File: src/hdl/sagpd_pkg.sv
// ----------------------------------------------------------------------------
// sagpd_pkg
// Shared types and constants for the emitter gain, pan and Doppler block.
// ----------------------------------------------------------------------------
package sagpd_pkg;

  localparam int POS_W      = 24;
  localparam int DIFF_W     = 25;
  localparam int DIST_IN_W  = 23;
  localparam int RVEC_W     = 16;
  localparam int SPEED_W    = 23;
  localparam int CFG_IDX_W  = 3;
  localparam int CFG_DATA_W = 24;
  localparam int SQ_W       = 50;
  localparam int DIV_W      = 51;
  localparam int DEN_W      = 25;
  localparam int GSQ_W      = 32;
  localparam int PDIV_W     = 37;

  localparam int Q15_ONE   = 32768;
  localparam int Q14_ONE   = 16384;
  localparam int PITCH_MIN = 8192;
  localparam int PITCH_MAX = 32768;

  localparam logic [31:0] RECIP_5 = 32'hCCCC_CCCD;

  localparam int IQ_DEPTH = 4;
  localparam int OQ_DEPTH = 2;

  localparam logic signed [POS_W-1:0]  LISTENER_RST = '0;
  localparam logic signed [RVEC_W-1:0] RVX_RST      = 16'sd16384;
  localparam logic signed [RVEC_W-1:0] RVY_RST      = '0;
  localparam logic [SPEED_W-1:0]       SPEED_RST    = 23'd87808;

  typedef enum logic [CFG_IDX_W-1:0] {
    REG_LISTENER_X = 3'd0,
    REG_LISTENER_Y = 3'd1,
    REG_LISTENER_Z = 3'd2,
    REG_RIGHT_X    = 3'd3,
    REG_RIGHT_Y    = 3'd4,
    REG_SPEED      = 3'd5
  } reg_idx_t;

  typedef struct packed {
    logic signed [POS_W-1:0]  lx;
    logic signed [POS_W-1:0]  ly;
    logic signed [POS_W-1:0]  lz;
    logic signed [RVEC_W-1:0] rx;
    logic signed [RVEC_W-1:0] ry;
    logic [SPEED_W-1:0]       c;
  } cfg_t;

  typedef struct packed {
    logic signed [DIFF_W-1:0] dx;
    logic signed [DIFF_W-1:0] dy;
    logic signed [DIFF_W-1:0] dz;
    logic signed [POS_W-1:0]  vx;
    logic signed [POS_W-1:0]  vy;
    logic signed [POS_W-1:0]  vz;
    logic [DIST_IN_W-1:0]     near_d;
    logic [DIST_IN_W-1:0]     far_d;
  } item_t;

  typedef struct packed {
    logic [15:0]        att;
    logic signed [16:0] pan;
    logic [15:0]        lg;
    logic [15:0]        rg;
    logic [15:0]        pitch;
  } result_t;

endpackage

File: src/hdl/sagpd_front.sv
// ----------------------------------------------------------------------------
// sagpd_front
// Configuration registers and offset of each emitter from the listener.
// ----------------------------------------------------------------------------
module sagpd_front import sagpd_pkg::*; (
  input  logic                        clk,
  input  logic                        rst_n,
  input  logic                        cfg_valid,
  input  logic [CFG_IDX_W-1:0]        cfg_index,
  input  logic [CFG_DATA_W-1:0]       cfg_data,
  input  logic signed [POS_W-1:0]     in_emitter_x,
  input  logic signed [POS_W-1:0]     in_emitter_y,
  input  logic signed [POS_W-1:0]     in_emitter_z,
  input  logic signed [POS_W-1:0]     in_vel_x,
  input  logic signed [POS_W-1:0]     in_vel_y,
  input  logic signed [POS_W-1:0]     in_vel_z,
  input  logic [DIST_IN_W-1:0]        in_near_distance,
  input  logic [DIST_IN_W-1:0]        in_far_distance,
  output cfg_t                        cfg,
  output item_t                       item
);

  cfg_t cfg_r, cfg_nxt;

  always_comb begin
    cfg_nxt = cfg_r;
    if (cfg_valid) begin
      case (reg_idx_t'(cfg_index))
        REG_LISTENER_X: cfg_nxt.lx = cfg_data;
        REG_LISTENER_Y: cfg_nxt.ly = cfg_data;
        REG_LISTENER_Z: cfg_nxt.lz = cfg_data;
        REG_RIGHT_X:    cfg_nxt.rx = cfg_data[RVEC_W-1:0];
        REG_RIGHT_Y:    cfg_nxt.ry = cfg_data[RVEC_W-1:0];
        REG_SPEED:      cfg_nxt.c  = cfg_data[SPEED_W-1:0];
        default:        cfg_nxt    = cfg_r;
      endcase
    end
  end

  always_ff @(posedge clk) begin
    if (!rst_n) begin
      cfg_r.lx <= LISTENER_RST;
      cfg_r.ly <= LISTENER_RST;
      cfg_r.lz <= LISTENER_RST;
      cfg_r.rx <= RVX_RST;
      cfg_r.ry <= RVY_RST;
      cfg_r.c  <= SPEED_RST;
    end else begin
      cfg_r <= cfg_nxt;
    end
  end

  assign cfg = cfg_r;

  always_comb begin
    item.dx     = {in_emitter_x[POS_W-1], in_emitter_x} - {cfg_r.lx[POS_W-1], cfg_r.lx};
    item.dy     = {in_emitter_y[POS_W-1], in_emitter_y} - {cfg_r.ly[POS_W-1], cfg_r.ly};
    item.dz     = {in_emitter_z[POS_W-1], in_emitter_z} - {cfg_r.lz[POS_W-1], cfg_r.lz};
    item.vx     = in_vel_x;
    item.vy     = in_vel_y;
    item.vz     = in_vel_z;
    item.near_d = in_near_distance;
    item.far_d  = in_far_distance;
  end

endmodule

File: config.mk
export PLATFORM = sky130hd
export DESIGN_NAME = sagpd_front
export DESIGN_NICKNAME = d
export VERILOG_FILES = /design/src/hdl/sagpd_pkg.sv /design/src/hdl/sagpd_front.sv
export SDC_FILE = /design/constraint.sdc
export NUM_CORES = 1
export LEC_CHECK = 0
export BUFFER_PORTS_ARGS = -buffer_cell sky130_fd_sc_hd__buf_2
export CAP_MARGIN = 20
export CORE_AREA = 2 2 208 210
export CTS_CLUSTER_DIAMETER = 80
export DETAILED_ROUTE_END_ITERATION = 10
export DIE_AREA = 0 0 210 212
export GPL_TIMING_DRIVEN = 0
export PLACE_DENSITY = 0.58
export SLEW_MARGIN = 0
export SYNTH_ARGS = -nofsm -noshare
export SYNTH_HDL_FRONTEND = slang
export SYNTH_SLANG_ARGS = --single-unit
export TNS_END_PERCENT = 100
File: constraint.sdc
create_clock -name clk -period 2.3 [get_ports clk]
set_input_delay 0.115 -clock clk [delete_from_list [all_inputs] [get_ports clk]]
set_output_delay 0.115 -clock clk [all_outputs]
set_load 0.05 [all_outputs]
Word-level counts from Yosys, hierarchy flattened
Cells that the tools add are included.
{ "word_totals": {"register_bits": 127, "latchBits": 0, "ramBits": 0, "rom_bits": 0, "inputBits": 220, "out_inout_bits": 320, "wordCells": 21, "n_memories": 0} }
{ "op_classes": {"add_sub_neg": 3, "n_mul": 0, "div_mod_pow": 0, "n_lt_le_gt_ge": 0, "eq_ne": 5, "n_shift": 0, "muxes": 0, "bitwise": 0, "reduce_logical": 7} }
{ "op_table": {"columns": ["operator", "count"], "rows": [
  ["24-bit by 24-bit subtractor with 25-bit output", 3],
  ["2-bit AND reduction", 6],
  ["3-bit by 2-bit == test with 1-bit output (second input constant)", 2],
  ["3-bit == test (second input constant)", 2],
  ["3-bit by 1-bit == test with 1-bit output (second input constant)", 1],
  ["3-bit logical NOT", 1]
]} }

Logic depth before layout (Yosys ltp)
Gate-level depths: netlist of run 1.
{ "logic_depth": {"depth_word": 2, "depth_mapped": 10, "mapped_depth_nobuf": 10} }

Least setup slack after synthesis of run 1
OpenSTA, ideal clock, no wires.
{ "synth_path": {"kind": "reg2out", "start": "register cfg_r, in the netlist cfg[80]", "end": "output port item[166] (netlist bit)", "t_arrival_ns": 3.712, "t_required_ns": 2.185, "setup_slack_ns": -1.527, "stages_incl_launch_ff": 9, "n_path_buf": 0, "cell_sequence": "dfxtp_1 inv_1 ha_1 nor2b_1 o2111ai_1 a21boi_0 o21ai_1 a31o_2 o311ai_0"} }
{ "synth_lines": {"columns": ["element", "line_no", "rtl"], "rows": [
  ["start: declaration", "sagpd_front.sv:23", "cfg_t cfg_r, cfg_nxt;"],
  ["start signal: assignment", "sagpd_front.sv:49", "cfg_r <= cfg_nxt;"],
  ["end: declaration", "sagpd_front.sv:20", "output item_t item"]
]} }

==> metrics.md, run 1 <==
| Metric | Value |
|---|---|
| First-pass GRT wire length | `58750 um` |
| Vias | `10390` |
| Period utilization | `1.278` |
| Layout cells sized above 1 | `0.5243` |
| RSZ-0062 raised after global routing | `yes` |
| Max reg flops | `between 100 and 150` |
| Switching part of the total | `0.4095` |
| CP max stage delay | `0.37 ns` |
| Outcome | `finished, violations left` |
| Commonest non-fill, non-tap cell in the layout | `buf_2` |
| Vias in the first global route | `9923` |
| Sequential area share after synthesis | `0.2689` |
| Initial Util | `0.2224` |
| DP Wirelength | `32870 um` |
| CP max stage cell | `fa_2` |
| Slew Limit Fails | `0` |
| Commonest non-fill, non-tap cells in the layout | `buf_2, nand2_1, buf_4` |
| Max Cap Viol | `0` |
| Final setup fails | `58` |
| CTS tree | `yes` |
| EDFF count, synth | `0` |
| CP Cell Sequence | `ha_4 > fa_2 > nor2b_4 > o31a_1 > a211oi_4 > a211o_1 > o211ai_1 > buf_4 > xor2_4 > buf_6` |
| Syn-to-layout area delta | `67.99%` |
| Largest net degree at the start of global routing | `17` |
| Fill cells | `around 4400` |
| Row count | `76` |
| # clock sinks | `127` |
| Final Worst Setup Slack | `-0.6395 ns` |
| Worst skew pair latency | `roughly 0.4 ns` |
| Dpl cells | `~2200` |
| VDD IR max | `0.4531 mV` |
| Int Pwr | `5.162 mW` |
| Type of origin of the critical path | `register` |
| Hold Vio Cnt, Final | `0` |
| Layout Cells excl Fill | `2337` |
| Yosys top cell area share | `0.2689` |
| Post-Syn Area per Cell | `7.451 um^2` |
| Most used DFF post-synth | `dfxtp_1` |
| Die height | `212 um` |
| WP data required | `2.18 ns` |
| GR Overflow Total | `0` |
| Wire per inst | `17.69 um` |
| Clock skew | `0 ns` |
| CP delay by family, top | `compound AO/OA/AOI/OAI gates` |
| DRT iter0 DRCs | `408` |
| Initial antenna violation count | `5` |
| Longest Clk Path Bufs | `2` |
| Chip width | `210 um` |
| Actual slew at the worst max-slew pin | `0.7372 ns` |
| DR DRC count | `0` |
| Psw | `~3.6 mW` |
| Post-DRT Antenna Nets | `0` |
| Warning count from the yosys run | `0` |
| Sequential share of power | `0.258` |
| Synth async-reset ratio | `0` |
| Mapped cell area | `9455 um^2` |
| Clock buffer count from CTS | `17` |
| Clock Pin Slew Worst Setup and Hold Paths | `0.06 ns` |
| Worst Path Arrival | `approximately 2.8 ns` |
| Pwr Total | `8.742 mW` |
| Ports | `540` |
| Failing checks | `negative setup slack` |
| IO Port Bufs | `420` |
| Slew margin rel. | `0.5085` |
| DRT Pass-1 Iters | `5` |
| Maximum fanout along the worst path | `3` |
| Nets | `between 2000 and 2500` |
| Post-synth top area cell | `dfxtp_1` |
| Clk root buf | `clkbuf_16` |
| Min-delay worst type | `primary input to register` |
| Crit Path Class | `register to output pin` |
| Min Tclk post-route | `2.940 ns` |
| Post-synthesis cell count | `1269` |
| Syn_nets | `1564` |
| GPL Wtd Cong | `0.8449` |
| GRT Total Usage | `0.1756` |
| Comb pwr share | `0.452` |
| Cell variety after synth | `60` |
| Number of H-tree levels | `4` |
| Pleak | `6.775 nW` |
| Synth area leaders | `dfxtp_1, nand2_1, a21boi_0` |
| Core area | `42510 um^2` |
| Fmax achieved | `340.2 MHz` |
| Via/cell ratio | `4.445` |
| Detailed Route WL | `a little over 40000 um` |
| Die area | `44520 um^2` |
| CP Buf/Inv Count | `2` |
| Crit. End Element | `output pin` |
| Register bit count reported by yosys | `127` |
| PwrDens | `550.4 nW/um^2` |
| Clk network pwr share | `0.290` |
[worst reg2reg max path, stage by stage (launching register included)]
cell	delay, ns
dfxtp_4	0.38
buf_4	0.12
nand2_1	0.04
a21boi_0	0.18
[cell usage after synthesis (all sizes together), types with 7 or more instances]
library cell and count:
a21o 24, ha 72, xnor2 33, o21ai 39, o211ai 10, nor2 34
a21oi 67, nor3 7, nor2b 19, o21a 13, xor2 23, inv 99
clkbuf 48, and3 11, a21boi 123, dfxtp 127, nand2 302, buf 119
nand4 7, nand3 20
[final timing paths]
check	startpoint	end	slack (ns)	cells past startpoint
setup / recovery	cfg[55]$_SDFFE_PN0P_	item[140]	-0.64	10
hold / removal	cfg_data[17]	cfg[120]$_SDFFE_PN0P_	0.04	3
setup reg to reg	cfg[104]$_SDFFE_PN0P_	cfg[104]$_SDFFE_PN0P_	1.51	3
hold reg to reg	cfg[1]$_SDFFE_PN0P_	cfg[1]$_SDFFE_PN0P_	0.46	2
[routing by layer]
layer  up-vias  track usage  routed length, um
met5         -            0                 47
met4         6      0.03081                400
met3        32      0.03781               2246
met2       307       0.3199              21130
met1      4914       0.2142              17510
li1       5130            -                  -
[area by class of cell]
class	instances	area (um^2)	area share
Antenna cell	2	5.005	0.0003151
Sequential cell	127	2729	0.1718
Clock buffer	18	429.2	0.02702
Multi-Input combinational cell	876	7348	0.4626
Inverter	99	376.6	0.02371
Timing Repair Buffer	490	3102	0.1953
Clock inverter	14	120.1	0.007562
Buffer	165	1091	0.06869
Tap cell	546	683.2	0.04301
[power by group through the flow]
stage	combinational [mW]	clock, mW	sequential (mW)
2_1_floorplan	2.40	0	2.46
3_3_place_gp	3.30	0	2.30
3_5_place_dp	3.33	0	2.30
4_1_cts	3.79	2.61	2.25
5_1_grt	4.17	2.72	2.26
6_report	3.95	2.54	2.25
[timing repair]
item	4_1_cts	5_1_grt
pin swaps	75	62
gates resized for setup	220	94
setup buffers	37	36
endpoints found under the setup margin	57	60
hold buffers	0	0
[cells by family after synthesis]
logic type	synth area share
and+or+nand+nor	0.1850
AOI/OAI and AO/OA	0.2379
buffers and inverters	0.1526
DFF	0.2689
adders and majority gates	0.1016
xor gates and xnor gates	0.05187
muxes	0.002117
[per-stage QoR]
step / util / hold WS [ns] / setup slack, ns / area [um^2] / setup TNS (ns)
5_1_grt: 0.3736 / 0.05125 / -0.8002 / 15880 / -29.77
2_1_floorplan: - / 0.2390 / -0.1908 / 10750 / -2.151
3_5_place_dp: 0.3185 / 0.4542 / -0.5592 / 13540 / -9.048
4_1_cts: 0.3583 / 0.02989 / -0.8533 / 15230 / -25.05
6_report: 0.3737 / 0.04073 / -0.6395 / 15880 / -23.29
3_3_place_gp: 0.3185 / 0.4479 / -0.5495 / 13540 / -8.250
No activity file was read; power rests on OpenSTA's default activity.
==> run 2, diff against run 1 <==
MAX_ROUTING_LAYER = met4   (was unset)
==> run 2 against run 1 <==
Against the previous run:
- the run still ends with negative setup slack left
- utilization rose by 0.49 points
- clock-buffer cell count up 3
- largest cell class unchanged
- non-clock buffer count grew 6
- routed wire length rose by 0.67%
==> metrics.md, run 2 (same netlist as run 1, synthesis figures left out) <==
| Metric | Value |
|---|---|
| Outcome | `finished, violations left` |
| Failing checks | `negative setup slack` |
| Clock skew | `0 ns (unchanged)` |
| Actual slew at the worst max-slew pin | `0.7754 ns (+0.03824 ns)` |
| Min Tclk post-route | `2.959 ns (+0.01970 ns)` |
| Fmax achieved | `337.9 MHz (-0.67%)` |
| Pwr Total | `8.946 mW (+2.3%)` |
| Die height | `212 um (unchanged)` |
| Hold buffers post-CTS | `0 (unchanged)` |
| Maximum fanout along the worst path | `4 (+1)` |
| GPL Wtd Cong | `0.8621 (+2.0%)` |
| Via/cell ratio | `4.413 (-0.73%)` |
| Pleak | `6.849 nW (+1.1%)` |
| Slew Limit Fails | `0 (unchanged)` |
| Final Util | `0.3786 (+0.004945)` |
| Commonest non-fill, non-tap cells in the layout | `buf_2, nand2_1, buf_4` |
| Worst skew pair latency | `0.42 ns (about the same)` |
| Largest net degree at the start of global routing | `17 (unchanged)` |
| First-pass GRT wire length | `58420 um (-0.55%)` |
| Detailed Route WL | `41610 um (+0.67%)` |
| Longest Clk Path Bufs | `2 (unchanged)` |
| Worst Path Arrival | `2.84 ns (+0.02 ns)` |
| Final Instance Area | `16090 um^2 (+1.3%)` |
| Hold Vio Cnt, Final | `0 (unchanged)` |
| Commonest non-fill, non-tap cell in the layout | `buf_2` |
| Chip width | `210 um (unchanged)` |
| Max Cap Viol | `0 (unchanged)` |
| IO Port Bufs | `420 (unchanged)` |
| Crit. End Element | `output pin` |
| DRT Pass-1 Iters | `5 (unchanged)` |
| # clock sinks | `127 (unchanged)` |
| Clock Pin Slew Worst Setup and Hold Paths | `0.06 ns (about the same)` |
| DR DRC count | `0 (unchanged)` |
| WP data required | `2.18 ns (about the same)` |
| Clk root buf | `clkbuf_16` |
| Die area | `44520 um^2 (unchanged)` |
| Ports | `540 (unchanged)` |
| CTS tree | `yes` |
| Initial Util | `0.2224 (unchanged)` |
| PwrDens | `555.9 nW/um^2 (+1.0%)` |
| Syn-to-layout area delta | `70.21%` |
| Vias | `10350 (-0.35%)` |
| Period utilization | `1.287 (+0.008566)` |
| Final setup fails | `57 (-1.7%)` |
| Post-DRT Antenna Nets | `0 (unchanged)` |
| GR Overflow Total | `0 (unchanged)` |
| DP Wirelength | `32890 um (about the same)` |
| VDD IR max | `0.4643 mV (+2.5%)` |
| DRT iter0 DRCs | `387 (-5.1%)` |
| Final Worst Setup Slack | `-0.6592 ns (-0.01970 ns)` |
| Type of origin of the critical path | `register` |
| GRT Total Usage | `0.1813 (+0.005615)` |
| Number of H-tree levels | `4 (unchanged)` |
| Slew margin rel. | `0.4830 (-0.02549)` |
| Max reg flops | `127 (unchanged)` |
| Row count | `76 (unchanged)` |
| Nets | `2077 (+0.29%)` |
| Layout cells sized above 1 | `0.5326 (+0.008275)` |
| Wire per inst | `17.74 um (+0.28%)` |
| Core area | `42510 um^2 (unchanged)` |
| Initial antenna violation count | `5 (unchanged)` |
| Placed Area | `13540 um^2 (unchanged)` |
| Clock buffer count from CTS | `17 (unchanged)` |
| Crit Path Class | `register to output pin` |
| Hold slack | `0.01881 ns (-0.02193 ns)` |
| Vias in the first global route | `9727 (-2.0%)` |
| Min-delay worst type | `primary input to register` |
| RSZ-0062 raised after global routing | `yes` |
==> run 2: cell types whose count changed in the layout (fill, tap and decap cells not counted), sizes merged <==
| cell | before | now |
|---|---|---|
| buf | 610 | 619 |
| bufinv | 1 | 2 |
| clkinv | 8 | 6 |
| clkinvlp | 3 | 2 |
| diode | 2 | 5 |
| inv | 101 | 100 |
==> run 2: through the flow <==
stage / cells / TNS, ns / setup WS, ns
2_1_floorplan: 1269 / -2.151 / -0.1908
6_report: 2346 / -23.65 / -0.6592
4_1_cts: 2307 / -25.16 / -0.8730
3_3_place_gp: 2235 / -8.270 / -0.5524
3_5_place_dp: 2235 / -9.100 / -0.5555
5_1_grt: 2346 / -28.77 / -0.7537
==> run 2: power breakdown <==
group | switching [mW] | internal, mW | total (mW)
clock network | 1.04 | 1.64 | 2.68
logic | 2.50 | 1.51 | 4.01
registers | 0.0410 | 2.21 | 2.25
total | 3.59 | 5.36 | 8.95
==> run 2: final timing paths <==
path,to,cells after the start,from,slack [ns]
worst max-delay path,item[138],11,cfg[55]$_SDFFE_PN0P_,-0.66
worst min register to register,cfg[19]$_SDFFE_PN0P_,2,cfg[19]$_SDFFE_PN0P_,0.46
worst max register to register,cfg[104]$_SDFFE_PN0P_,3,cfg[104]$_SDFFE_PN0P_,1.49
worst min-delay path,cfg[72]$_SDFFE_PN0P_,3,cfg_data[17],0.02
==> run 2: repair_timing <==
item                       in CTS  in global routing
pin swaps                      85                 89
setup endpoints to repair      58                 60
setup buffers                  46                 43
gates resized for setup       244                 95
==> run 2: metal layers <==
layer / GRT usage / vias to the layer above / share of wire
li1: - / 5137 / -
met3: 0.04077 / 29 / 0.057
met1: 0.2162 / 4849 / 0.42
met2: 0.3152 / 338 / 0.51
met4: 0.03399 / 0 / 0.011
met5: - / - / 0
==> run 2: cell type report <==
type	instances	area (um^2)
clock inverters	11	113.9
diodes	5	12.51
multi-input cells	876	7487
flip-flops and latches	127	2729
fillers	4328	26410
inverters	99	379.1
repair buffers	500	3172
well taps	546	683.2
clock buffers	21	460.4
plain buffers	161	1057
==> run 2: critical path, stage by stage (launching register included) <==
cell and delay (ns):
dfxtp_4 0.36, ha_4 0.13, fa_2 0.23, nor2b_4 0.05, o31a_1 0.29, a211oi_4 0.33, buf_4 0.20, a21oi_4 0.06
a21oi_4 0.30, o21ai_4 0.12, xor2_4 0.19, buf_6 0.15
