## src/hdl/sagpd_pkg.sv

```systemverilog
// ----------------------------------------------------------------------------
// sagpd_pkg
// Shared types and constants for the emitter gain, pan and Doppler block.
// ----------------------------------------------------------------------------
package sagpd_pkg;

  localparam int POS_W      = 24;
  localparam int DIFF_W     = 25;
  localparam int DIST_IN_W  = 23;
  localparam int RVEC_W     = 16;
  localparam int SPEED_W    = 23;
  localparam int CFG_IDX_W  = 3;
  localparam int CFG_DATA_W = 24;
  localparam int SQ_W       = 50;
  localparam int DIV_W      = 51;
  localparam int DEN_W      = 25;
  localparam int GSQ_W      = 32;
  localparam int PDIV_W     = 37;

  localparam int Q15_ONE   = 32768;
  localparam int Q14_ONE   = 16384;
  localparam int PITCH_MIN = 8192;
  localparam int PITCH_MAX = 32768;

  localparam logic [31:0] RECIP_5 = 32'hCCCC_CCCD;

  localparam int IQ_DEPTH = 4;
  localparam int OQ_DEPTH = 2;

  localparam logic signed [POS_W-1:0]  LISTENER_RST = '0;
  localparam logic signed [RVEC_W-1:0] RVX_RST      = 16'sd16384;
  localparam logic signed [RVEC_W-1:0] RVY_RST      = '0;
  localparam logic [SPEED_W-1:0]       SPEED_RST    = 23'd87808;

  typedef enum logic [CFG_IDX_W-1:0] {
    REG_LISTENER_X = 3'd0,
    REG_LISTENER_Y = 3'd1,
    REG_LISTENER_Z = 3'd2,
    REG_RIGHT_X    = 3'd3,
    REG_RIGHT_Y    = 3'd4,
    REG_SPEED      = 3'd5
  } reg_idx_t;

  typedef struct packed {
    logic signed [POS_W-1:0]  lx;
    logic signed [POS_W-1:0]  ly;
    logic signed [POS_W-1:0]  lz;
    logic signed [RVEC_W-1:0] rx;
    logic signed [RVEC_W-1:0] ry;
    logic [SPEED_W-1:0]       c;
  } cfg_t;

  typedef struct packed {
    logic signed [DIFF_W-1:0] dx;
    logic signed [DIFF_W-1:0] dy;
    logic signed [DIFF_W-1:0] dz;
    logic signed [POS_W-1:0]  vx;
    logic signed [POS_W-1:0]  vy;
    logic signed [POS_W-1:0]  vz;
    logic [DIST_IN_W-1:0]     near_d;
    logic [DIST_IN_W-1:0]     far_d;
  } item_t;

  typedef struct packed {
    logic [15:0]        att;
    logic signed [16:0] pan;
    logic [15:0]        lg;
    logic [15:0]        rg;
    logic [15:0]        pitch;
  } result_t;

endpackage

```

## src/hdl/sagpd_fifo.sv

```systemverilog
// ----------------------------------------------------------------------------
// sagpd_fifo
// Small register queue with push/full and pop/empty handshakes.
// ----------------------------------------------------------------------------
module sagpd_fifo import sagpd_pkg::*; #(
  parameter int DEPTH = IQ_DEPTH,
  parameter int W     = 8
) (
  input  logic         clk,
  input  logic         rst_n,
  input  logic         push,
  input  logic [W-1:0] din,
  output logic         full,
  input  logic         pop,
  output logic [W-1:0] dout,
  output logic         empty
);

  localparam int AW = (DEPTH > 1) ? $clog2(DEPTH) : 1;
  localparam int CW = $clog2(DEPTH + 1);

  logic [W-1:0]  mem [DEPTH];
  logic [AW-1:0] wr_ptr_r, wr_ptr_nxt;
  logic [AW-1:0] rd_ptr_r, rd_ptr_nxt;
  logic [CW-1:0] count_r, count_nxt;
  logic          do_push, do_pop;

  assign full    = (count_r == CW'(DEPTH));
  assign empty   = (count_r == '0);
  assign do_push = push && !full;
  assign do_pop  = pop && !empty;
  assign dout    = mem[rd_ptr_r];

  always_comb begin
    wr_ptr_nxt = wr_ptr_r;
    rd_ptr_nxt = rd_ptr_r;
    count_nxt  = count_r;
    if (do_push) begin
      wr_ptr_nxt = (wr_ptr_r == AW'(DEPTH - 1)) ? '0 : wr_ptr_r + 1'b1;
    end
    if (do_pop) begin
      rd_ptr_nxt = (rd_ptr_r == AW'(DEPTH - 1)) ? '0 : rd_ptr_r + 1'b1;
    end
    if (do_push && !do_pop) begin
      count_nxt = count_r + 1'b1;
    end else if (do_pop && !do_push) begin
      count_nxt = count_r - 1'b1;
    end
  end

  always_ff @(posedge clk) begin
    if (!rst_n) begin
      wr_ptr_r <= '0;
      rd_ptr_r <= '0;
      count_r  <= '0;
    end else begin
      wr_ptr_r <= wr_ptr_nxt;
      rd_ptr_r <= rd_ptr_nxt;
      count_r  <= count_nxt;
    end
  end

  always_ff @(posedge clk) begin
    if (do_push) begin
      mem[wr_ptr_r] <= din;
    end
  end

endmodule

```

## config.mk

```make
export PLATFORM = sky130hd
export DESIGN_NAME = sagpd_fifo
export DESIGN_NICKNAME = d
export VERILOG_FILES = /design/src/hdl/sagpd_pkg.sv /design/src/hdl/sagpd_fifo.sv
export SDC_FILE = /design/constraint.sdc
export NUM_CORES = 1
export LEC_CHECK = 0
export ABC_AREA = 1
export BUFFER_PORTS_ARGS = -buffer_cell sky130_fd_sc_hd__buf_2
export CAP_MARGIN = 20
export CORE_ASPECT_RATIO = 1.1
export CORE_MARGIN = 2
export CORE_UTILIZATION = 35
export DETAILED_ROUTE_END_ITERATION = 8
export HOLD_SLACK_MARGIN = 0.05
export PLACE_DENSITY = 0.57
export SYNTH_ARGS = -nofsm -noshare
export SYNTH_HDL_FRONTEND = slang
export SYNTH_SLANG_ARGS = --single-unit
```

## constraint.sdc

```tcl
create_clock -name clk -period 2.6 [get_ports clk]
set_input_delay 0.26 -clock clk [delete_from_list [all_inputs] [get_ports clk]]
set_output_delay 0.26 -clock clk [all_outputs]
set_load 0.005 [all_outputs]
```

After elaboration in Yosys (flattened, before gate mapping)
Memories as Yosys holds them, arrays and structs flattened. A register that Yosys moved wholly into a read port is not among the register bits.
Cells that the tools add are included.

operators by class
  add/sub/neg operators = 4
  multiply operators = 0
  div/mod/pow operators = 0
  order comparisons = 0
  equal/unequal tests = 3
  shifts and indexed selects = 0
  muxes and demuxes = 8
  bitwise operators = 0
  reduce and logical (&&, ||, !) cells = 10

operators with widths
  kind                 count
  $mux 2               4
  $mux 3               2
  $add 2x1->2 const B  2
  $eq 2x2->1 const B   2
  $logic_and 1x1->1    4
  $logic_not 1->1      4
  $add 3x1->3 const B  1
  $eq 3x3->1 const B   1
  $logic_not 3->1      1
  $sub 3x1->3 const B  1
  $mux 1               2
  $reduce_bool 2->1    1

word-level totals
  register bits = 7
  latch bits = 0
  RAM bits = 32
  ROM bits = 0
  input bits = 12
  output and inout port bits = 10
  memories kept = 1

memory list
  memory  depth  width  rd ports  clocked after memory_dff  write ports  RTL line          text
  mem     4      8      1         1                         1            sagpd_fifo.sv:22  logic [W-1:0] mem [DEPTH];

Logic depth before layout (Yosys ltp)
Gate-level depths: netlist (run 1).

  depth in word-level cells = 7
  depth in mapped cells = 13
  depth with buffers taken out = 13

Least setup slack after synthesis (run 1)
No wires, ideal clock.

  kind = register to register
  start point = reg count_r[1]
  end point = reg count_r[1]
  library setup time = 0.116 ns
  data arrival time = 1.574 ns
  data required time = 2.484 ns
  slack = 0.910 ns
  stages on the path, launching flop included = 10
  path buffers = 0
  path through = dfxtp_1 > nor2_1 > nand2_1 > nand2_2 > inv_1 > ha_1 > inv_1 > fa_1 > o21ai_0 > nor2_1

on the way
  elaborated cells on any way between the ends = 15

RTL lines
  what                      RTL line          text
  start: declaration        sagpd_fifo.sv:25  logic [CW-1:0] count_r, count_nxt;
  start signal: assignment  sagpd_fifo.sv:59  count_r <= count_nxt;
  $eq 3x3->1                sagpd_fifo.sv:28  assign full = (count_r == CW'(DEPTH));
  $logic_not 1->1           sagpd_fifo.sv:30  assign do_push = push && !full;
  $logic_and 1x1->1         sagpd_fifo.sv:30
  net do_push               sagpd_fifo.sv:26  logic do_push, do_pop;
  $logic_and 1x1->1         sagpd_fifo.sv:44  if (do_push && !do_pop) begin
  $mux 3                    sagpd_fifo.sv:44
  net count_nxt[1]          sagpd_fifo.sv:25

The timed path passes the listed nets, and every way through them passes these cells. The select of a mux whose other input is x is not followed.
A chain may end at the register's enable or synchronous reset.

Worst setup path in the final report (run 1)
Same ends and word-level chain as after synthesis.

==> results.json, run 1 <==
{
  "worstSetupStartpointType": "register",
  "synthDistinctLibCells": 18,
  "crit_path_end_kind": "register",
  "num_vias": 1131,
  "placed_area_um2": 1880,
  "syn_nets": 167,
  "drt_wl_total_um": 3190,
  "routedWlPerCell_um": 13.6,
  "antenna_cells": 0,
  "multiInputGateArea_um2": 458,
  "grt_first_pass_wirelength_um": 5460,
  "insertion_delay_ns": 0.29,
  "arrival_ns": 2.05,
  "die_w_um": 70.3,
  "utilization_pct": 42.9,
  "synth_seq_cells": 41,
  "min_period_ns": 1.86,
  "maxCapViolCount": 0,
  "use_met2_pct": 23.3,
  "fin_crit_sh_pct": 71.7,
  "setup_viol_count_final": 0,
  "rows": 26,
  "fill_cells": 443,
  "fin_skew_ns": 0.00658,
  "cts_resized": 0,
  "start_util_pct": 36.4,
  "vdd_ir_drop_max_mv": 0.408,
  "die_area_um2": 5410,
  "finalInstanceArea_um2": 2000,
  "synth_area_per_cell_um2": 11.4,
  "nets": 197,
  "hold_viol": 0,
  "finalWeightedCongestion": 0.788,
  "grt_setup_unrepaired": "false",
  "grt_max_degree": 17,
  "seq_area_um2": 1140,
  "drt-initial-drc-count": 43,
  "holdBufCountCts": 0,
  "synthToLayoutAreaGrowth_pct": 17.9,
  "syn-cell-area_um2": 1690,
  "power.density_nw_per_um2": 1000,
  "ys_seq_area_share_pct": 67.4,
  "use_met3_pct": 4.60,
  "synthSimpleGateAreaFrac_pct": 11.9,
  "path_class": "reg2reg",
  "port_buffers": 21,
  "placedCellCount": 227,
  "fin_ws_ns": 0.736,
  "cts_root_buffer": "clkbuf_8",
  "synth_top_family_by_area": "simple AND/OR/NAND/NOR gates",
  "p_leak_nw": 0.811,
  "outcome": "completed",
  "relSlewSlack_pct": 47.5,
  "via_per_inst": 4.81,
  "clock_path_buffers": 2,
  "post-cts-setup-buffer-count": 0,
  "cts_sinks": 41,
  "drive_gt1_share_pct": 21.2,
  "synth.mux.area_fraction_pct": 0,
  "power_mw": 2.00,
  "grt_pass1_vias": 1196,
  "yosysWarnings": 0,
  "cts_tree": "built",
  "synth_adder_area_share_pct": 5.62,
  "grt.overflow.total": 0,
  "grtUsageTotal_pct": 13.1,
  "cts_buffers": 5,
  "fin_setup_tns_ns": 0,
  "grt_use_met1_pct": 14.2,
  "antenna_found_initial": 0,
  "ant_nets": 0,
  "tightest_slew_ns": 0.785,
  "cts_htree_levels": 2,
  "critPathRequiredTime_ns": 2.78,
  "synthCells": 148,
  "dr.pass1.iters": 4,
  "finalNonFillerCells": 235,
  "drc": 0,
  "die_h_um": 76.9,
  "io_pins": 22,
  "synth_compound_area_share_pct": 9.53,
  "whs_ns": 0.178,
  "critPathMaxFanout": 7,
  "fmaxAchievable_mhz": 537,
  "worstHoldPathType": "in2reg",
  "grt-busiest-layer": "met2",
  "coreArea_um2": 4650,
  "place_ws_ns": 0.747,
  "slew_violations": 0,
  "dp_hpwl_um": 2240,
  "clkTransAtPathRegs_ns": 0.08,
  "synth_xor_area_share_pct": 0
}
report_power, final:
group	internal, mW	total, mW	switching, mW
clock network	0.312	0.527	0.215
logic	0.234	0.584	0.350
registers	0.815	0.889	0.0744
total	1.36	2.00	0.639
final timing paths:
check | from | slack, ns | endpoint | depth (start not counted)
max | count_r[1] | 0.74 | count_r[1] | 9
min | din[0] | 0.18 | mem[1][0] | 1
max reg2reg | count_r[1] | 0.74 | count_r[1] | 9
min reg2reg | count_r[0] | 0.53 | count_r[0] | 2
cell type report:
type	count	share of cell area, %
well taps	56	3.51
repair buffers	25	6.77
clock inverters	2	1.88
flip-flops and latches	41	57.2
clock buffers	6	4.14
multi-input cells	86	22.9
inverters	19	3.57
cell usage after synthesis (all sizes together):
cell	number	area, um^2
a21oi	2	10.0
buf	2	22.5
dfxtp	9	180
edfxtp	32	961
fa	1	20.0
ha	6	75.1
inv	19	71.3
nand2	15	58.8
nand3	1	5.00
nand3b	1	7.51
nand4	1	6.26
nor2	33	124
o21ai	18	101
o22ai	8	50.1
cell families after synthesis:
family / after synthesis
AOI/OAI and AO/OA: 28
and+or+nand+nor: 51
adders and majority gates: 7
buffers and inverters: 21
DFF: 41
flip-flops by register name, indices dropped and copies added, names as in the netlist, named ones only:
| register | count |
|---|---|
| count_r | 3 |
| mem | 32 |
| rd_ptr_r | 2 |
| wr_ptr_r | 2 |
critical path, cell delays in order, from the launching register on:
cell and delay, ns:
dfxtp_1 0.34, nor2_1 0.15, nand2_1 0.13, nand2_2 0.15, inv_1 0.06, ha_1 0.20, inv_1 0.08, fa_1 0.42
o21ai_0 0.17, nor2_1 0.06
routing by layer:
layer | part of all wire [%] | vias up | wire length (um)
li1 | - | 559 | -
met1 | 38 | 539 | 1230
met3 | 6.6 | 6 | 210
met5 | 0 | - | 0
met4 | 1.5 | 0 | 48
met2 | 53 | 27 | 1700
cell usage in the layout, fill, tap and decap left out:
cell        count
nor2_1         33
edfxtp_1       32
buf_2          21
inv_1          18
nand2_1        14
o21ai_0        14
dfxtp_1         9
o22ai_1         8
ha_1            6
clkbuf_8        6
buf_4           4
o21ai_2         3
a21oi_1         2
nand2_2         1
inv_2           1
o21ai_1         1
nand3b_1        1
nand3_1         1
nand4_1         1
fa_1            1
clkinvlp_4      1
bufinv_16       1
No activity file was read; power rests on OpenSTA's default activity.
==> inputs of run 2 (changes only) <==
- ABC_AREA: 1 -> 0
- PLACE_DENSITY: 0.57 -> 0.59
- clock period: 2.6 -> 1.5 ns (I/O delays scaled with it)
==> run 2 against run 1 <==
  * The flow now finishes with violations (setup timing)
  * Wire length down 17%
  * Fmax down 0.82%
  * Power up 70%
  * Synthesized area down 3.7%
  * Clock power up 58%
  * Sequential power up 71%
  * Critical path type unchanged
  * First-iteration DRC count up 120%
  * Non-clock buffer count up 13
==> results.json, run 2 <==
{
  "yosysWarnings": 0,
  "synth_seq_cells": 41,
  "regMostFlops": "mem",
  "fmaxAchievable_mhz": 532,
  "die_area_um2": 5220,
  "syn_nets": 112,
  "path_class": "reg2reg",
  "hp-start": "din[4]",
  "grt_first_pass_wirelength_um": 4330,
  "worstHoldPathType": "in2reg",
  "drt_wl_total_um": 2660,
  "finalWeightedCongestion": 0.734,
  "p_sw_share_pct": 25.5,
  "grt_max_degree": 13,
  "antenna_cells": 0,
  "p_switching_uw": 867,
  "synthFlopType": "edfxtp_1",
  "ys_async_sr_fraction_pct": 0,
  "cts_htree_levels": 2,
  "grtUsageTotal_pct": 11.4,
  "coreArea_um2": 4550,
  "fin_ws_ns": -0.379,
  "synthDistinctLibCells": 23,
  "synth_commonest_cells": "32 x edfxtp_1, 9 x dfxtp_1, 8 x mux4_2, 6 x ha_1, 6 x nand2_1",
  "grt.overflow.total": 0,
  "fin_crit_sh_pct": 125,
  "comb_power_share_pct": 30.8,
  "synth_enable_flop_cells": 32,
  "outcome": "finished with violations",
  "cts_tree": "built",
  "slew_violations": 0,
  "die_w_um": 69.1,
  "cts_sinks": 41,
  "syn-cell-area_um2": 1630,
  "synthToLayoutAreaGrowth_pct": 30.5,
  "drt-initial-drc-count": 93,
  "netlist.area_leader.share_pct": 58.9,
  "ys_top_cells_by_area": "edfxtp_1 59%, dfxtp_1 11%, mux4_2 11%",
  "hold_viol": 0,
  "final_common_cell": "edfxtp_1",
  "num_vias": 885,
  "antenna_found_initial": 0,
  "layout_common_cells": "32 x edfxtp_1, 21 x buf_2, 11 x buf_4",
  "routedWlPerCell_um": 13.9,
  "ys_seq_area_share_pct": 70.0,
  "tightest_slew_ns": 0.417,
  "yosysMostFrequentCell": "edfxtp_1",
  "p_leak_nw": 0.794,
  "critPathMaxFanout": 4,
  "synth_area_leader_cell": "edfxtp_1",
  "start_util_pct": 35.8,
  "violations": "setup timing",
  "fin_setup_tns_ns": -0.807,
  "largest_reg_flops": 32,
  "cts_buffers": 5,
  "ant_nets": 0,
  "io_pins": 22,
  "fin_skew_ns": 0.00772,
  "clkTransAtPathRegs_ns": 0.08,
  "port_buffers": 21,
  "min_period_ns": 1.88,
  "crit_path_end_kind": "register",
  "top_regs": "mem: 32 flops, count_r: 3 flops",
  "die_h_um": 75.6,
  "whs_path_depth": 1,
  "arrival_ns": 2.09,
  "insertion_delay_ns": 0.29,
  "clkPwrFrac_pct": 24.5,
  "power.density_nw_per_um2": 1600,
  "reg2reg_from": "count_r[2]",
  "holdBufCountCts": 0,
  "p_int_mw": 2.53,
  "relSlewSlack_pct": 72.2,
  "nets": 153,
  "worstSetupStartpoint": "count_r[2]",
  "synthCells": 93,
  "drc": 0,
  "worstSetupStartpointType": "register",
  "dr.pass1.iters": 4,
  "dp_hpwl_um": 1940,
  "power_frac_seq_pct": 44.7,
  "via_per_inst": 4.63,
  "cts_root_buffer": "clkbuf_8",
  "clock_path_buffers": 2,
  "vdd_ir_drop_max_mv": 0.642,
  "setup_viol_count_final": 10,
  "rr_worst_depth": 8,
  "rows": 26,
  "critPathRequiredTime_ns": 1.71,
  "grt_setup_unrepaired": "true",
  "whs_ns": 0.0764,
  "grt_pass1_vias": 918,
  "drive_gt1_share_pct": 48.9,
  "maxCapViolCount": 0,
  "synth_area_per_cell_um2": 17.5
}
-- run 2: through the flow --
step	total power [mW]	setup slack [ns]	cells	util, %	instance area, um^2
6_report	3.40	-0.379	191	46.7	2130
5_1_grt	3.61	-0.454	191	46.7	2130
4_1_cts	3.47	-0.375	192	46.9	2140
3_5_place_dp	2.55	-0.444	181	43.5	1980
3_3_place_gp	2.52	-0.337	181	43.5	1980
2_1_floorplan	2.10	-0.337	93	-	1670
-- run 2: layout make-up --
cell class	count	area, um^2
multi-input cells	45	508
flip-flops and latches	41	1150
fillers	410	2430
clock inverters	2	33.8
clock buffers	6	72.6
well taps	56	70.1
inverters	3	11.3
repair buffers	38	282
-- run 2: kinds of logic (layout without fill, tap and decap cells) --
group	after synthesis	in the layout	share of synthesized area (%)
flip-flops	41	41	70.0
AND/OR/NAND/NOR	20	20	6.60
multiplexers	11	11	12.9
adder cells (fa/ha/maj)	7	7	5.83
buffers and inverters	7	49	1.76
AO/OA/AOI/OAI	5	5	1.84
XOR/XNOR	2	2	1.07
-- run 2: power by group through the flow --
| stage | logic (mW) | clock network (mW) | registers (mW) |
|---|---|---|---|
| global route | 1.14 | 0.927 | 1.54 |
| global placement | 0.984 | 0 | 1.53 |
| detailed placement | 1.01 | 0 | 1.55 |
| finish | 1.05 | 0.833 | 1.52 |
| CTS | 1.07 | 0.869 | 1.52 |
| floorplan | 0.576 | 0 | 1.52 |
-- run 2: worst paths after layout --
check / to / slack, ns
max: count_r[2] / -0.38
min: mem[0][4] / 0.08
max reg2reg: count_r[2] / -0.38
min reg2reg: wr_ptr_r[1] / 0.51
-- run 2: timing repair --
item,CTS,global route
endpoints found under the hold margin,0,0
setup endpoints to repair,43,42
cloned,0,0
resized for setup,10,0
setup buffers,3,0
pin swaps,1,0
-- run 2: critical path, stage by stage, from the launching register on --
cell and delay (ns):
dfxtp_2 0.33, buf_6 0.12, o31ai_4 0.22, ha_4 0.18, inv_2 0.03, fa_2 0.33, xor2_1 0.16, or3_1 0.31
a21boi_1 0.14
-- run 2: routing by layer --
| layer | global-route usage (%) | wire length, um | up-vias |
|---|---|---|---|
| met5 | 0 | 0 | - |
| met4 | 5.23 | 51 | 0 |
| met3 | 4.10 | 118 | 5 |
| met2 | 21.8 | 1430 | 21 |
| met1 | 11.4 | 1060 | 427 |
| li1 | - | - | 432 |
==> inputs of run 3 (changes only) <==
- SETUP_SLACK_MARGIN: not set -> 0.3
==> run 3 against run 2 <==
  * The flow still finishes with violations (setup timing)
  * Critical path depth did not move
  * Register-to-register slack about the same
  * Clock-buffer cell count unchanged
  * Flip-flop and latch count unchanged
  * Die area unchanged
  * Design area increased by 1.0%
  * Non-clock buffer count shrank 1
  * Largest cell class unchanged
  * Largest power group unchanged
==> results.json, run 3 (synthesis gave the netlist of run 2 again) <==
{
  "outcome": "finished with violations",
  "violations": "setup timing",
  "place_ws_ns": -0.496,
  "relSlewSlack_pct": 84.4,
  "worstHoldPathType": "in2reg",
  "p_leak_nw": 0.803,
  "fin_skew_ns": 0.00559,
  "path_class": "reg2reg",
  "largest_reg_flops": 32,
  "num_vias": 877,
  "layout_common_cells": "32 x edfxtp_1, 20 x buf_2, 9 x buf_6",
  "path_cells": "buf_6, o31ai_4, ha_4, inv_2, fa_2, xor2_1, or3_1, a21boi_1",
  "insertion_delay_ns": 0.29,
  "cts_buffers": 5,
  "vdd_ir_drop_max_mv": 0.835,
  "final_common_cell": "edfxtp_1",
  "hold_viol": 0,
  "grt_first_pass_wirelength_um": 4600,
  "grt-busiest-layer": "met2",
  "dp_hpwl_um": 1930,
  "crit_path_end_kind": "register",
  "start_util_pct": 35.8,
  "cts_root_buffer": "clkbuf_8",
  "tightest_slew_ns": 0.235,
  "regMostFlops": "mem",
  "drt_wl_total_um": 2830,
  "synthToLayoutAreaGrowth_pct": 31.8,
  "io_pins": 22,
  "drc": 0,
  "nets": 152,
  "grtUsageTotal_pct": 12.2,
  "finalWeightedCongestion": 0.745,
  "min_period_ns": 1.89,
  "cts_htree_levels": 2,
  "coreArea_um2": 4550,
  "fmaxAchievable_mhz": 528,
  "setup_viol_count_final": 10,
  "worstSetupStartpointType": "register",
  "grt_use_met1_pct": 12.4,
  "ant_nets": 0,
  "dr.pass1.iters": 3,
  "fin_ws_ns": -0.394,
  "drive_gt1_share_pct": 51.5,
  "fin_crit_sh_pct": 126,
  "use_met3_pct": 4.50,
  "grt_max_degree": 13,
  "antenna_found_initial": 0,
  "use_met2_pct": 22.0,
  "port_buffers": 21,
  "power.density_nw_per_um2": 1640,
  "whs_ns": 0.0697,
  "top_regs": "mem: 32 flops, count_r: 3 flops",
  "cts_tree": "built",
  "grt_pass1_vias": 963,
  "critPathMaxFanout": 2,
  "routedWlPerCell_um": 14.9,
  "die_h_um": 75.6,
  "critPathRequiredTime_ns": 1.71,
  "slowest_stage": "dfxtp_2",
  "arrival_ns": 2.11,
  "die_area_um2": 5220,
  "clkTransAtPathRegs_ns": 0.08,
  "cts_sinks": 41,
  "max_stage_delay_ns": 0.33,
  "die_w_um": 69.1,
  "via_per_inst": 4.62,
  "slew_violations": 0,
  "antenna_cells": 0,
  "clock_path_buffers": 2,
  "grt.overflow.total": 0,
  "holdBufCountCts": 0,
  "drt-initial-drc-count": 31,
  "grt_setup_unrepaired": "true",
  "rows": 26,
  "maxCapViolCount": 0
}
run 3: changes by cell type in the layout (fill, tap and decap cells not counted), moves of 2 or more:
cell     previous run  this run
buf_12              3         1
buf_6               3         9
buf_4              11         7
o21ai_0             3         1
run 3: critical path, delay by kind of cell (launching register included):
family | cells | cell delay, ns
fa+ha+maj | 2 | 0.51
compound gates | 2 | 0.35
flops | 1 | 0.33
simple gates | 1 | 0.31
xor+xnor | 1 | 0.17
buf+inv | 2 | 0.15
run 3: metal layers:
layer | vias up | routed length (um)
li1 | 427 | -
met1 | 422 | 1160
met2 | 21 | 1470
met3 | 7 | 134
met4 | 0 | 70
met5 | - | 0
run 3: per-stage QoR:
step                      std cells  TNS (ns)  total power [mW]  area [um^2]  util, %
final                           190    -0.850              3.52         2150     47.2
after global routing            190     -2.13              3.72         2150     47.2
after CTS                       189     -1.06              3.51         2110     46.3
after detailed placement        176     -2.45              2.51         1920     42.2
after global placement          176    -0.462              2.48         1920     42.2
after floorplan                  93    -0.517              2.10         1680        -
run 3: worst paths after layout:
check / start / endpoint / slack, ns / cells past startpoint
worst max-delay path: count_r[2] / count_r[2] / -0.39 / 8
worst max register to register: count_r[2] / count_r[2] / -0.39 / 8
worst min register to register: rd_ptr_r[0] / register / 0.49 / 2
worst min-delay path: din[2] / mem[0][2] / 0.07 / 1
run 3: report_power, final:
part,switching (mW),total [mW],internal (mW)
clock,0.366,0.857,0.491
combinational,0.459,1.14,0.683
sequential,0.109,1.52,1.41
run 3: area by class of cell:
type	instances	area, um^2
clock buffer	6	72.6
fill	401	2400
sequential	41	1150
clock inverter	2	33.8
timing repair buffer	37	274
inverter	3	11.3
tap	56	70.1
multi-input combinational	45	536
run 3: timing repair:
| item | in CTS | in global routing |
|---|---|---|
| resized for setup | 15 | 9 |
| endpoints found under the hold margin | 0 | 0 |
| buffers inserted | 5 | 1 |
| endpoints found under the setup margin | 45 | 51 |
| pin swaps | 4 | 2 |
